[src/rtl/i2cm_pkg.sv]
package i2cm_pkg;

   localparam int DELAY_BITS  = 10;
   localparam int CSR_W       = 10;
   localparam int CSR_INDEX_W = 1;
   localparam int QUEUE_DEPTH = 2;

   localparam logic [CSR_INDEX_W-1:0] CSR_SHORT_DELAY = 1'd0;
   localparam logic [CSR_INDEX_W-1:0] CSR_LONG_DELAY  = 1'd1;

   localparam logic [CSR_W-1:0] SHORT_DELAY_RESET = 10'd64;
   localparam logic [CSR_W-1:0] LONG_DELAY_RESET  = 10'd80;

   localparam logic [3:0] BITS_PER_BYTE = 4'd8;
   localparam logic [3:0] ACK_BITS      = 4'd1;

   localparam logic [7:0] BYTE_RELEASED = 8'hFF;
   localparam logic [7:0] BYTE_ACK      = 8'h00;

   typedef enum logic [1:0] {
      ACT_START = 2'd0,
      ACT_WRITE = 2'd1,
      ACT_READ  = 2'd2,
      ACT_STOP  = 2'd3
   } action_type;

   typedef enum logic [1:0] {
      ST_OK         = 2'd0,
      ST_NO_START   = 2'd1,
      ST_ADDR_NACK  = 2'd2,
      ST_DATA_NACK  = 2'd3
   } status_type;

   typedef enum logic [2:0] {
      KIND_NONE,
      KIND_START,
      KIND_WRITE,
      KIND_READ,
      KIND_STOP
   } cmd_kind_type;

   typedef struct packed {
      logic       cmd_valid;
      logic [1:0] action;
      logic [6:0] target_address;
      logic       read_flag;
      logic [7:0] write_byte;
      logic       read_nack;
      logic       sda_in;
      logic       scl_in;
   } req_type;

   typedef struct packed {
      logic       scl_pull_low;
      logic       sda_pull_low;
      logic       busy_res;
      logic       done_res;
      logic [1:0] status;
      logic [7:0] read_data;
   } rsp_type;

   typedef struct packed {
      cmd_kind_type kind;
      logic [6:0]   target_address;
      logic         read_flag;
      logic [7:0]   write_byte;
      logic         read_nack;
      logic         sda_in;
      logic         scl_in;
   } entry_type;

   typedef struct packed {
      logic not_empty;
      logic full;
   } q_status_type;

endpackage

[src/rtl/i2cm_front.sv]
module i2cm_front (
   input  logic                  req_valid,
   input  i2cm_pkg::req_type     req_data,
   output logic                  req_stall,
   input  i2cm_pkg::q_status_type q_status,
   output logic                  push,
   output i2cm_pkg::entry_type   push_entry
);

   i2cm_pkg::cmd_kind_type kind;

   always_comb begin
      kind = i2cm_pkg::KIND_NONE;
      if (req_data.cmd_valid) begin
         unique case (i2cm_pkg::action_type'(req_data.action))
            i2cm_pkg::ACT_START: kind = i2cm_pkg::KIND_START;
            i2cm_pkg::ACT_WRITE: kind = i2cm_pkg::KIND_WRITE;
            i2cm_pkg::ACT_READ:  kind = i2cm_pkg::KIND_READ;
            i2cm_pkg::ACT_STOP:  kind = i2cm_pkg::KIND_STOP;
            default:             kind = i2cm_pkg::KIND_NONE;
         endcase
      end
   end

   assign req_stall = q_status.full;
   assign push      = req_valid && !q_status.full;

   assign push_entry.kind           = kind;
   assign push_entry.target_address = req_data.target_address;
   assign push_entry.read_flag      = req_data.read_flag;
   assign push_entry.write_byte     = req_data.write_byte;
   assign push_entry.read_nack      = req_data.read_nack;
   assign push_entry.sda_in         = req_data.sda_in;
   assign push_entry.scl_in         = req_data.scl_in;

endmodule

[src/rtl/i2cm_queue.sv]
module i2cm_queue (
   input  logic                   clock,
   input  logic                   reset,
   input  logic                   push,
   input  i2cm_pkg::entry_type    push_entry,
   input  logic                   pop,
   output i2cm_pkg::entry_type    pop_entry,
   output i2cm_pkg::q_status_type q_status
);

   localparam int PTR_W = (i2cm_pkg::QUEUE_DEPTH > 1) ? $clog2(i2cm_pkg::QUEUE_DEPTH) : 1;
   localparam int CNT_W = $clog2(i2cm_pkg::QUEUE_DEPTH + 1);
   localparam logic [PTR_W-1:0] LAST_PTR = PTR_W'(i2cm_pkg::QUEUE_DEPTH - 1);
   localparam logic [CNT_W-1:0] FULL_CNT = CNT_W'(i2cm_pkg::QUEUE_DEPTH);

   i2cm_pkg::entry_type mem_ff [i2cm_pkg::QUEUE_DEPTH];
   logic [PTR_W-1:0] wr_ptr_ff, wr_ptr_in;
   logic [PTR_W-1:0] rd_ptr_ff, rd_ptr_in;
   logic [CNT_W-1:0] count_ff, count_in;
   logic do_push, do_pop;

   assign q_status.not_empty = (count_ff != '0);
   assign q_status.full      = (count_ff == FULL_CNT);
   assign do_push = push && !q_status.full;
   assign do_pop  = pop && q_status.not_empty;
   assign pop_entry = mem_ff[rd_ptr_ff];

   always_comb begin
      wr_ptr_in = wr_ptr_ff;
      rd_ptr_in = rd_ptr_ff;
      count_in  = count_ff;
      if (do_push) begin
         wr_ptr_in = (wr_ptr_ff == LAST_PTR) ? '0 : wr_ptr_ff + PTR_W'(1);
      end
      if (do_pop) begin
         rd_ptr_in = (rd_ptr_ff == LAST_PTR) ? '0 : rd_ptr_ff + PTR_W'(1);
      end
      priority if (do_push && !do_pop) begin
         count_in = count_ff + CNT_W'(1);
      end else if (do_pop && !do_push) begin
         count_in = count_ff - CNT_W'(1);
      end
   end

   always_ff @(posedge clock) begin
      if (do_push) begin
         mem_ff[wr_ptr_ff] <= push_entry;
      end
      if (reset) begin
         wr_ptr_ff <= '0;
         rd_ptr_ff <= '0;
         count_ff  <= '0;
      end else begin
         wr_ptr_ff <= wr_ptr_in;
         rd_ptr_ff <= rd_ptr_in;
         count_ff  <= count_in;
      end
   end

endmodule

[src/rtl/i2cm_back.sv]
module i2cm_back (
   input  logic                                clock,
   input  logic                                reset,
   input  logic                                csr_we,
   input  logic [i2cm_pkg::CSR_INDEX_W-1:0]    csr_index,
   input  logic [i2cm_pkg::CSR_W-1:0]          csr_wdata,
   input  i2cm_pkg::q_status_type              q_status,
   input  i2cm_pkg::entry_type                 entry,
   output logic                                pop,
   output logic                                rsp_valid,
   input  logic                                rsp_stall,
   output i2cm_pkg::rsp_type                   rsp_data
);

   localparam int DB = i2cm_pkg::DELAY_BITS;
   localparam logic [DB-1:0] DC_ONE = DB'(1);

   typedef enum logic [3:0] {
      PH_IDLE,
      PH_SWAIT,
      PH_SSETUP,
      PH_SHOLD,
      PH_BLOW,
      PH_BWAIT,
      PH_BHIGH,
      PH_TAIL,
      PH_PWAIT,
      PH_PHOLD,
      PH_PTAIL
   } phase_type;

   function automatic logic [DB-1:0] load_delay(input logic [i2cm_pkg::CSR_W-1:0] ticks);
      logic [31:0] t;
      logic [31:0] maxv;
      t    = 32'(ticks);
      maxv = (32'd1 << DB) - 32'd1;
      if (t == 32'd0) t = 32'd1;
      if (t > maxv) t = maxv;
      return DB'(t);
   endfunction

   logic [i2cm_pkg::CSR_W-1:0] short_ff, long_ff;

   phase_type            phase_ff, phase_in;
   logic [3:0]           bits_ff, bits_in;
   logic [7:0]           shift_ff, shift_in;
   logic [DB-1:0]        dc_ff, dc_in;
   logic [7:0]           rx_ff, rx_in;
   logic                 scl_low_ff, scl_low_in;
   logic                 sda_low_ff, sda_low_in;
   i2cm_pkg::action_type act_ff, act_in;
   logic                 stage_ff, stage_in;
   logic                 nack_ff, nack_in;
   i2cm_pkg::status_type status_ff, status_in;
   logic                 rsp_valid_ff;
   i2cm_pkg::rsp_type    rsp_ff, rsp_in;

   logic       out_ready, step;
   logic       dly_over;
   logic [DB-1:0] dly_dec;
   logic [3:0] bl;
   logic [7:0] got;

   assign out_ready = !rsp_valid_ff || !rsp_stall;
   assign step      = q_status.not_empty && out_ready;
   assign pop       = step;
   assign rsp_valid = rsp_valid_ff;
   assign rsp_data  = rsp_ff;

   assign dly_over = (dc_ff <= DC_ONE);
   assign dly_dec  = dc_ff - DC_ONE;

   always_comb begin
      phase_in   = phase_ff;
      bits_in    = bits_ff;
      shift_in   = shift_ff;
      dc_in      = dc_ff;
      rx_in      = rx_ff;
      scl_low_in = scl_low_ff;
      sda_low_in = sda_low_ff;
      act_in     = act_ff;
      stage_in   = stage_ff;
      nack_in    = nack_ff;
      status_in  = status_ff;
      rsp_in     = '0;
      bl         = bits_ff;
      got        = shift_ff;
      unique case (phase_ff)
         PH_IDLE: begin
            stage_in = 1'b0;
            unique case (entry.kind)
               i2cm_pkg::KIND_START: begin
                  act_in     = i2cm_pkg::ACT_START;
                  shift_in   = {entry.target_address, entry.read_flag};
                  scl_low_in = 1'b0;
                  sda_low_in = 1'b0;
                  phase_in   = PH_SWAIT;
               end
               i2cm_pkg::KIND_WRITE: begin
                  act_in     = i2cm_pkg::ACT_WRITE;
                  shift_in   = entry.write_byte;
                  bits_in    = i2cm_pkg::BITS_PER_BYTE;
                  sda_low_in = ~entry.write_byte[7];
                  scl_low_in = 1'b1;
                  dc_in      = load_delay(long_ff);
                  phase_in   = PH_BLOW;
               end
               i2cm_pkg::KIND_READ: begin
                  act_in     = i2cm_pkg::ACT_READ;
                  nack_in    = entry.read_nack;
                  shift_in   = i2cm_pkg::BYTE_RELEASED;
                  bits_in    = i2cm_pkg::BITS_PER_BYTE;
                  sda_low_in = 1'b0;
                  scl_low_in = 1'b1;
                  dc_in      = load_delay(long_ff);
                  phase_in   = PH_BLOW;
               end
               i2cm_pkg::KIND_STOP: begin
                  act_in     = i2cm_pkg::ACT_STOP;
                  sda_low_in = 1'b1;
                  scl_low_in = 1'b0;
                  phase_in   = PH_PWAIT;
               end
               default: begin
                  stage_in = stage_ff;
               end
            endcase
         end
         PH_SWAIT: begin
            if (entry.scl_in) begin
               dc_in    = load_delay(long_ff);
               phase_in = PH_SSETUP;
            end
         end
         PH_SSETUP: begin
            if (dly_over) begin
               sda_low_in = 1'b1;
               dc_in      = load_delay(short_ff);
               phase_in   = PH_SHOLD;
            end else begin
               dc_in = dly_dec;
            end
         end
         PH_SHOLD: begin
            if (dly_over) begin
               scl_low_in = 1'b1;
               sda_low_in = 1'b0;
               if (!entry.sda_in && entry.scl_in) begin
                  bits_in    = i2cm_pkg::BITS_PER_BYTE;
                  sda_low_in = ~shift_ff[7];
                  dc_in      = load_delay(long_ff);
                  phase_in   = PH_BLOW;
               end else begin
                  phase_in  = PH_IDLE;
                  rsp_in.done_res = 1'b1;
                  status_in = i2cm_pkg::ST_NO_START;
               end
            end else begin
               dc_in = dly_dec;
            end
         end
         PH_BLOW: begin
            if (dly_over) begin
               scl_low_in = 1'b0;
               phase_in   = PH_BWAIT;
            end else begin
               dc_in = dly_dec;
            end
         end
         PH_BWAIT: begin
            if (entry.scl_in) begin
               shift_in = {shift_ff[6:0], entry.sda_in};
               dc_in    = load_delay(short_ff);
               phase_in = PH_BHIGH;
            end
         end
         PH_BHIGH: begin
            if (dly_over) begin
               scl_low_in = 1'b1;
               if (bl != 4'd0) bl = bl - 4'd1;
               bits_in = bl;
               dc_in   = load_delay(long_ff);
               if (bl != 4'd0) begin
                  sda_low_in = ~shift_ff[7];
                  phase_in   = PH_BLOW;
               end else begin
                  phase_in = PH_TAIL;
               end
            end else begin
               dc_in = dly_dec;
            end
         end
         PH_TAIL: begin
            if (dly_over) begin
               got        = shift_ff;
               shift_in   = i2cm_pkg::BYTE_RELEASED;
               sda_low_in = 1'b0;
               priority if (!stage_ff) begin
                  if (act_ff == i2cm_pkg::ACT_READ) begin
                     rx_in    = got;
                     shift_in = nack_ff ? i2cm_pkg::BYTE_RELEASED : i2cm_pkg::BYTE_ACK;
                  end
                  stage_in   = 1'b1;
                  bits_in    = i2cm_pkg::ACK_BITS;
                  sda_low_in = ~shift_in[7];
                  scl_low_in = 1'b1;
                  dc_in      = load_delay(long_ff);
                  phase_in   = PH_BLOW;
               end else if (act_ff == i2cm_pkg::ACT_READ || !got[0]) begin
                  phase_in        = PH_IDLE;
                  rsp_in.done_res = 1'b1;
                  status_in       = i2cm_pkg::ST_OK;
               end else begin
                  phase_in        = PH_IDLE;
                  rsp_in.done_res = 1'b1;
                  status_in       = (act_ff == i2cm_pkg::ACT_START) ?
                                    i2cm_pkg::ST_ADDR_NACK : i2cm_pkg::ST_DATA_NACK;
               end
            end else begin
               dc_in = dly_dec;
            end
         end
         PH_PWAIT: begin
            if (entry.scl_in) begin
               dc_in    = load_delay(short_ff);
               phase_in = PH_PHOLD;
            end
         end
         PH_PHOLD: begin
            if (dly_over) begin
               sda_low_in = 1'b0;
               dc_in      = load_delay(long_ff);
               phase_in   = PH_PTAIL;
            end else begin
               dc_in = dly_dec;
            end
         end
         PH_PTAIL: begin
            if (dly_over) begin
               phase_in        = PH_IDLE;
               rsp_in.done_res = 1'b1;
               status_in       = i2cm_pkg::ST_OK;
            end else begin
               dc_in = dly_dec;
            end
         end
         default: begin
            phase_in = PH_IDLE;
         end
      endcase
      rsp_in.scl_pull_low = scl_low_in;
      rsp_in.sda_pull_low = sda_low_in;
      rsp_in.busy_res     = (phase_in != PH_IDLE);
      rsp_in.status       = status_in;
      rsp_in.read_data    = rx_in;
   end

   always_ff @(posedge clock) begin
      if (reset) begin
         short_ff     <= i2cm_pkg::SHORT_DELAY_RESET;
         long_ff      <= i2cm_pkg::LONG_DELAY_RESET;
         phase_ff     <= PH_IDLE;
         bits_ff      <= '0;
         shift_ff     <= i2cm_pkg::BYTE_RELEASED;
         dc_ff        <= '0;
         rx_ff        <= '0;
         scl_low_ff   <= 1'b0;
         sda_low_ff   <= 1'b0;
         act_ff       <= i2cm_pkg::ACT_START;
         stage_ff     <= 1'b0;
         nack_ff      <= 1'b0;
         status_ff    <= i2cm_pkg::ST_OK;
         rsp_valid_ff <= 1'b0;
      end else begin
         if (csr_we) begin
            unique case (csr_index)
               i2cm_pkg::CSR_SHORT_DELAY: short_ff <= csr_wdata;
               i2cm_pkg::CSR_LONG_DELAY:  long_ff  <= csr_wdata;
               default: ;
            endcase
         end
         if (step) begin
            phase_ff     <= phase_in;
            bits_ff      <= bits_in;
            shift_ff     <= shift_in;
            dc_ff        <= dc_in;
            rx_ff        <= rx_in;
            scl_low_ff   <= scl_low_in;
            sda_low_ff   <= sda_low_in;
            act_ff       <= act_in;
            stage_ff     <= stage_in;
            nack_ff      <= nack_in;
            status_ff    <= status_in;
            rsp_valid_ff <= 1'b1;
         end else if (!rsp_stall) begin
            rsp_valid_ff <= 1'b0;
         end
      end
      if (step) begin
         rsp_ff <= rsp_in;
      end
   end

endmodule

[src/rtl/i2c_master_byte_engine_top.sv]
// I2C master byte engine. Every item is one clock tick of the bus: an optional command plus the
// sampled SDA and SCL levels, and every item yields exactly one result carrying the open-drain
// pull-lows, busy, done, status and the last byte read. One item is accepted per cycle while the
// queue is not full. An accepted item is classified into a two-entry queue and the engine
// advances its bus state machine by one step per queued item; the item passes through the queue
// and its result is registered in the result register. Throughput is one item per cycle, set by
// the single-step state update of the engine; a stalled result register holds the engine and,
// once the queue fills, stalls the request side. Delay registers are written through the csr
// port; the user must write them only while the bus is idle, the block does not enforce this.
module i2c_master_byte_engine_top (
   input  logic                             clock,
   input  logic                             reset,
   input  logic                             req_valid,
   output logic                             req_stall,
   input  i2cm_pkg::req_type                req_data,
   output logic                             rsp_valid,
   input  logic                             rsp_stall,
   output i2cm_pkg::rsp_type                rsp_data,
   input  logic                             csr_we,
   input  logic [i2cm_pkg::CSR_INDEX_W-1:0] csr_index,
   input  logic [i2cm_pkg::CSR_W-1:0]       csr_wdata
);

   i2cm_pkg::q_status_type q_status;
   i2cm_pkg::entry_type    push_entry;
   i2cm_pkg::entry_type    pop_entry;
   logic                   push;
   logic                   pop;

   i2cm_front u_front (
      .req_valid  (req_valid),
      .req_data   (req_data),
      .req_stall  (req_stall),
      .q_status   (q_status),
      .push       (push),
      .push_entry (push_entry)
   );

   i2cm_queue u_queue (
      .clock      (clock),
      .reset      (reset),
      .push       (push),
      .push_entry (push_entry),
      .pop        (pop),
      .pop_entry  (pop_entry),
      .q_status   (q_status)
   );

   i2cm_back u_back (
      .clock     (clock),
      .reset     (reset),
      .csr_we    (csr_we),
      .csr_index (csr_index),
      .csr_wdata (csr_wdata),
      .q_status  (q_status),
      .entry     (pop_entry),
      .pop       (pop),
      .rsp_valid (rsp_valid),
      .rsp_stall (rsp_stall),
      .rsp_data  (rsp_data)
   );

endmodule

[config.mk]
export PLATFORM = sky130hd
export DESIGN_NAME = i2c_master_byte_engine_top
export DESIGN_NICKNAME = d
export VERILOG_FILES = /design/src/rtl/i2cm_pkg.sv /design/src/rtl/i2cm_front.sv /design/src/rtl/i2cm_queue.sv /design/src/rtl/i2cm_back.sv /design/src/rtl/i2c_master_byte_engine_top.sv
export SDC_FILE = /design/constraint.sdc
export NUM_CORES = 1
export LEC_CHECK = 0
export BUFFER_PORTS_ARGS = -buffer_cell sky130_fd_sc_hd__buf_2
export CORE_MARGIN = 8
export CORE_UTILIZATION = 60
export CTS_CLUSTER_SIZE = 10
export DETAILED_ROUTE_END_ITERATION = 12
export HOLD_SLACK_MARGIN = 0.12
export PLACE_DENSITY = 0.84
export SYNTH_ARGS = -nofsm -noshare
export SYNTH_HDL_FRONTEND = slang
export SYNTH_SLANG_ARGS = --single-unit
[constraint.sdc]
create_clock -name clock -period 6.2 [get_ports clock]
set_input_delay 0.62 -clock clock [delete_from_list [all_inputs] [get_ports clock]]
set_output_delay 0.62 -clock clock [all_outputs]
set_load 0.02 [all_outputs]
==> impl_metrics.ini <==
[floorplan]
die_y_um = 118
core_area_mm2 = 0.0103
start_util = 0.613
die_area_mm2 = 0.0140
row_count = 37
die_w_um = 118
pin_count = 54

[finish]
nNetsFinal = 730
area_growth_syn_to_layout_pct = 13.3
nFillCells = 786
drive_gt1_frac = 0.182
num_antenna_cells = 0
stdcell_area_mm2 = 0.00714

[synthesis]
synth_area_mm2 = 0.00630
syn-instance-count = 651
syn_avg_cell_area_um2 = 9.67
ys_top_cells_by_area = edfxtp_1, dfxtp_1, nand2_1
async_reset_ff_frac = 0
synth_nets = 696
synth-edff-count = 58
ys.flop_type = dfxtp_1
synth_common_cells = nand2_1, dfxtp_1, nor2_1
ys_types = 80
synth.most_common_cell = nand2_1
ys_ff_latch = 126
synth_area_leader_cell = edfxtp_1
seq_area_frac_synth = 0.493
synth_top_area_share = 0.277
ys_warn_count = 0

[clock_network]
cts_made_buffers = 17
cts-root-buf = clkbuf_8
clkSlewWorstSetupHoldPaths_ns = 0.06
cts_htree_levels = 4
cts_max_path_buffers = 2
cts_num_sinks = 126
postCtsHoldBufs = 0
postCtsSetupBuffers = 0
cts_resized = 0
clk_latency_ns = 0.53
cts_tree = done

[routing]
route.detailed.drc = 0
ant_nets = 0
vias_per_cell = 6.34
via_count = 5288
drt-initial-drc-count = 492
wirelength_um = 15300
wl_per_cell_um = 18.3
dr.pass1.iters = 5

[setup_path]
cpMostUsedCell = or4_1
cp_max_fo = 11
cp-start-kind = flop
worstPathArrival_ns = 3.53
cp-end-kind = flop
crit_slowest_cell = nor3_2
reg2reg_slack_ns = 3.12
worstPathCellList = or4_1 > nor3_2 > a211o_1 > o2111ai_2 > or4_1 > a21oi_1
slowest_delay_ns = 0.74
critPathBufInv = 0
crit_required_ns = 6.65
critPathKind = flop to flop
critPathTopFamily = simple AND/OR/NAND/NOR gates

[global_routing]
overflow = 0
antenna_found_initial = 0
grt_pass1_wl_um = 25300
grt_max_degree = 60
grt_pass1_vias = 5082
grtUsageTotal = 0.219

[power_and_ir_drop]
p_leak_uw = 0.00271
p_per_area_mw_per_mm2 = 507
p_total_uw = 3620
ir_drop_mv = 0.345

[hold_path]
holdCritPathClass = input port to flop

[sta]
relSlewSlack = 0.227
drv_slew = 0
setup_tns_ns = 0
worst_slew_pin_slew_ns = 1.16
rsz0062_at_grt = no
post-route-min-period_ns = 3.08
setup_violations = 0
fin_skew_ns = 0.00944
hold_viol = 0
hold_slack_ns = 0.281
fin_ws_ns = 3.12
fmax_mhz = 324
min_period_over_period = 0.497

[placement]
dpl_worst_slack_ns = 3.21
dp_hpwl_um = 10100
gp_congestion = 0.929
io_buffer_count = 53
place_area_mm2 = 0.00658

[job]
maxCapViolations = 0

[status]
status = finished, final reports clean
==> where the power goes <==
| group | internal (uW) | switching, uW | total, uW |
|---|---|---|---|
| Sequential | 1060 | 165 | 1220 |
| Clock | 571 | 374 | 944 |
| Combinational | 519 | 927 | 1450 |
==> flip-flops by register name (all words and copies together) (netlist names), 4 cells and up, named ones only <==
register,cells
u_back.bits_ff,4
u_back.dc_ff,10
u_back.long_ff,10
u_back.phase_ff,4
u_back.rsp_data,14
u_back.rx_ff,8
u_back.shift_ff,8
u_back.short_ff,10
u_queue.mem_ff,44
==> stage by stage <==
step | utilization | std cells
after CTS | 0.694 | 834
after global placement | 0.640 | 802
after global routing | 0.694 | 834
final | 0.694 | 834
after detailed placement | 0.640 | 802
after floorplan | - | 651
==> layout make-up <==
cell class / count / area, um2 / share of cell area
inverters: 27 / 101 / 0.0142
clock buffers: 18 / 418 / 0.0586
repair buffers: 57 / 295 / 0.0414
multi-input cells: 456 / 2910 / 0.407
well taps: 136 / 170 / 0.0238
clock inverters: 14 / 143 / 0.0200
flip-flops and latches: 126 / 3100 / 0.435
==> final timing paths <==
kind	cells past startpoint	end	start
worst max-delay path	6	u_back.bits_ff[1]$_SDFFE_PP0P_	u_back.dc_ff[4]$_SDFFE_PP0P_
worst min-delay path	1	u_queue.mem_ff[1][0]$_DFFE_PP_	req_data[0]
worst max register to register	6	u_back.bits_ff[1]$_SDFFE_PP0P_	u_back.dc_ff[4]$_SDFFE_PP0P_
worst min register to register	2	u_back.status_ff[1]$_SDFFE_PP0P_	u_back.status_ff[1]$_SDFFE_PP0P_
==> cells in the final DEF (no fill, tap or decap), types with 6 or more instances in the layout <==
cell       count
a211oi_1       8
a21oi_1       45
a22oi_1       13
a31oi_1        9
and2_1         6
buf_2         53
clkbuf_16     16
dfxtp_1       68
edfxtp_1      58
ha_1           7
inv_1         26
mux2i_1       17
mux4_2         6
nand2_1       78
nand3_1        8
nor2_1        59
nor2b_1        6
nor3_1        11
nor3b_1        7
nor4_1        11
o21a_1         6
o21ai_0       26
o21ai_1       14
or2_2         13
or3_1          8
or4_1          7
==> worst reg2reg max path: cells and delay by family, from the launching register on <==
| family | cells | cell delay (ns) |
|---|---|---|
| flip-flops | 1 | 0.36 |
| AO/OA/AOI/OAI | 3 | 0.66 |
| AND/OR/NAND/NOR | 3 | 1.99 |
==> cells by family (layout without fill, tap and decap cells) <==
kind of cell | count (synthesis) | count (layout) | share of synthesized area
AOI/OAI and AO/OA | 171 | 171 | 0.184
xor gates and xnor gates | 5 | 5 | 0.00696
adders and majority gates | 7 | 7 | 0.0139
buffers and inverters | 69 | 116 | 0.0463
DFF | 126 | 126 | 0.493
muxes | 26 | 26 | 0.0538
and+or+nand+nor | 247 | 247 | 0.202
==> routing by layer <==
| metal | part of all wire | global-route usage | vias up |
|---|---|---|---|
| li1 | - | - | 2474 |
| met1 | 0.42 | 0.283 | 2530 |
| met2 | 0.49 | 0.349 | 258 |
| met3 | 0.073 | 0.0466 | 26 |
| met4 | 0.015 | 0.0972 | 0 |
| met5 | 0 | 0 | - |
Power figures use the tool's default switching activity.
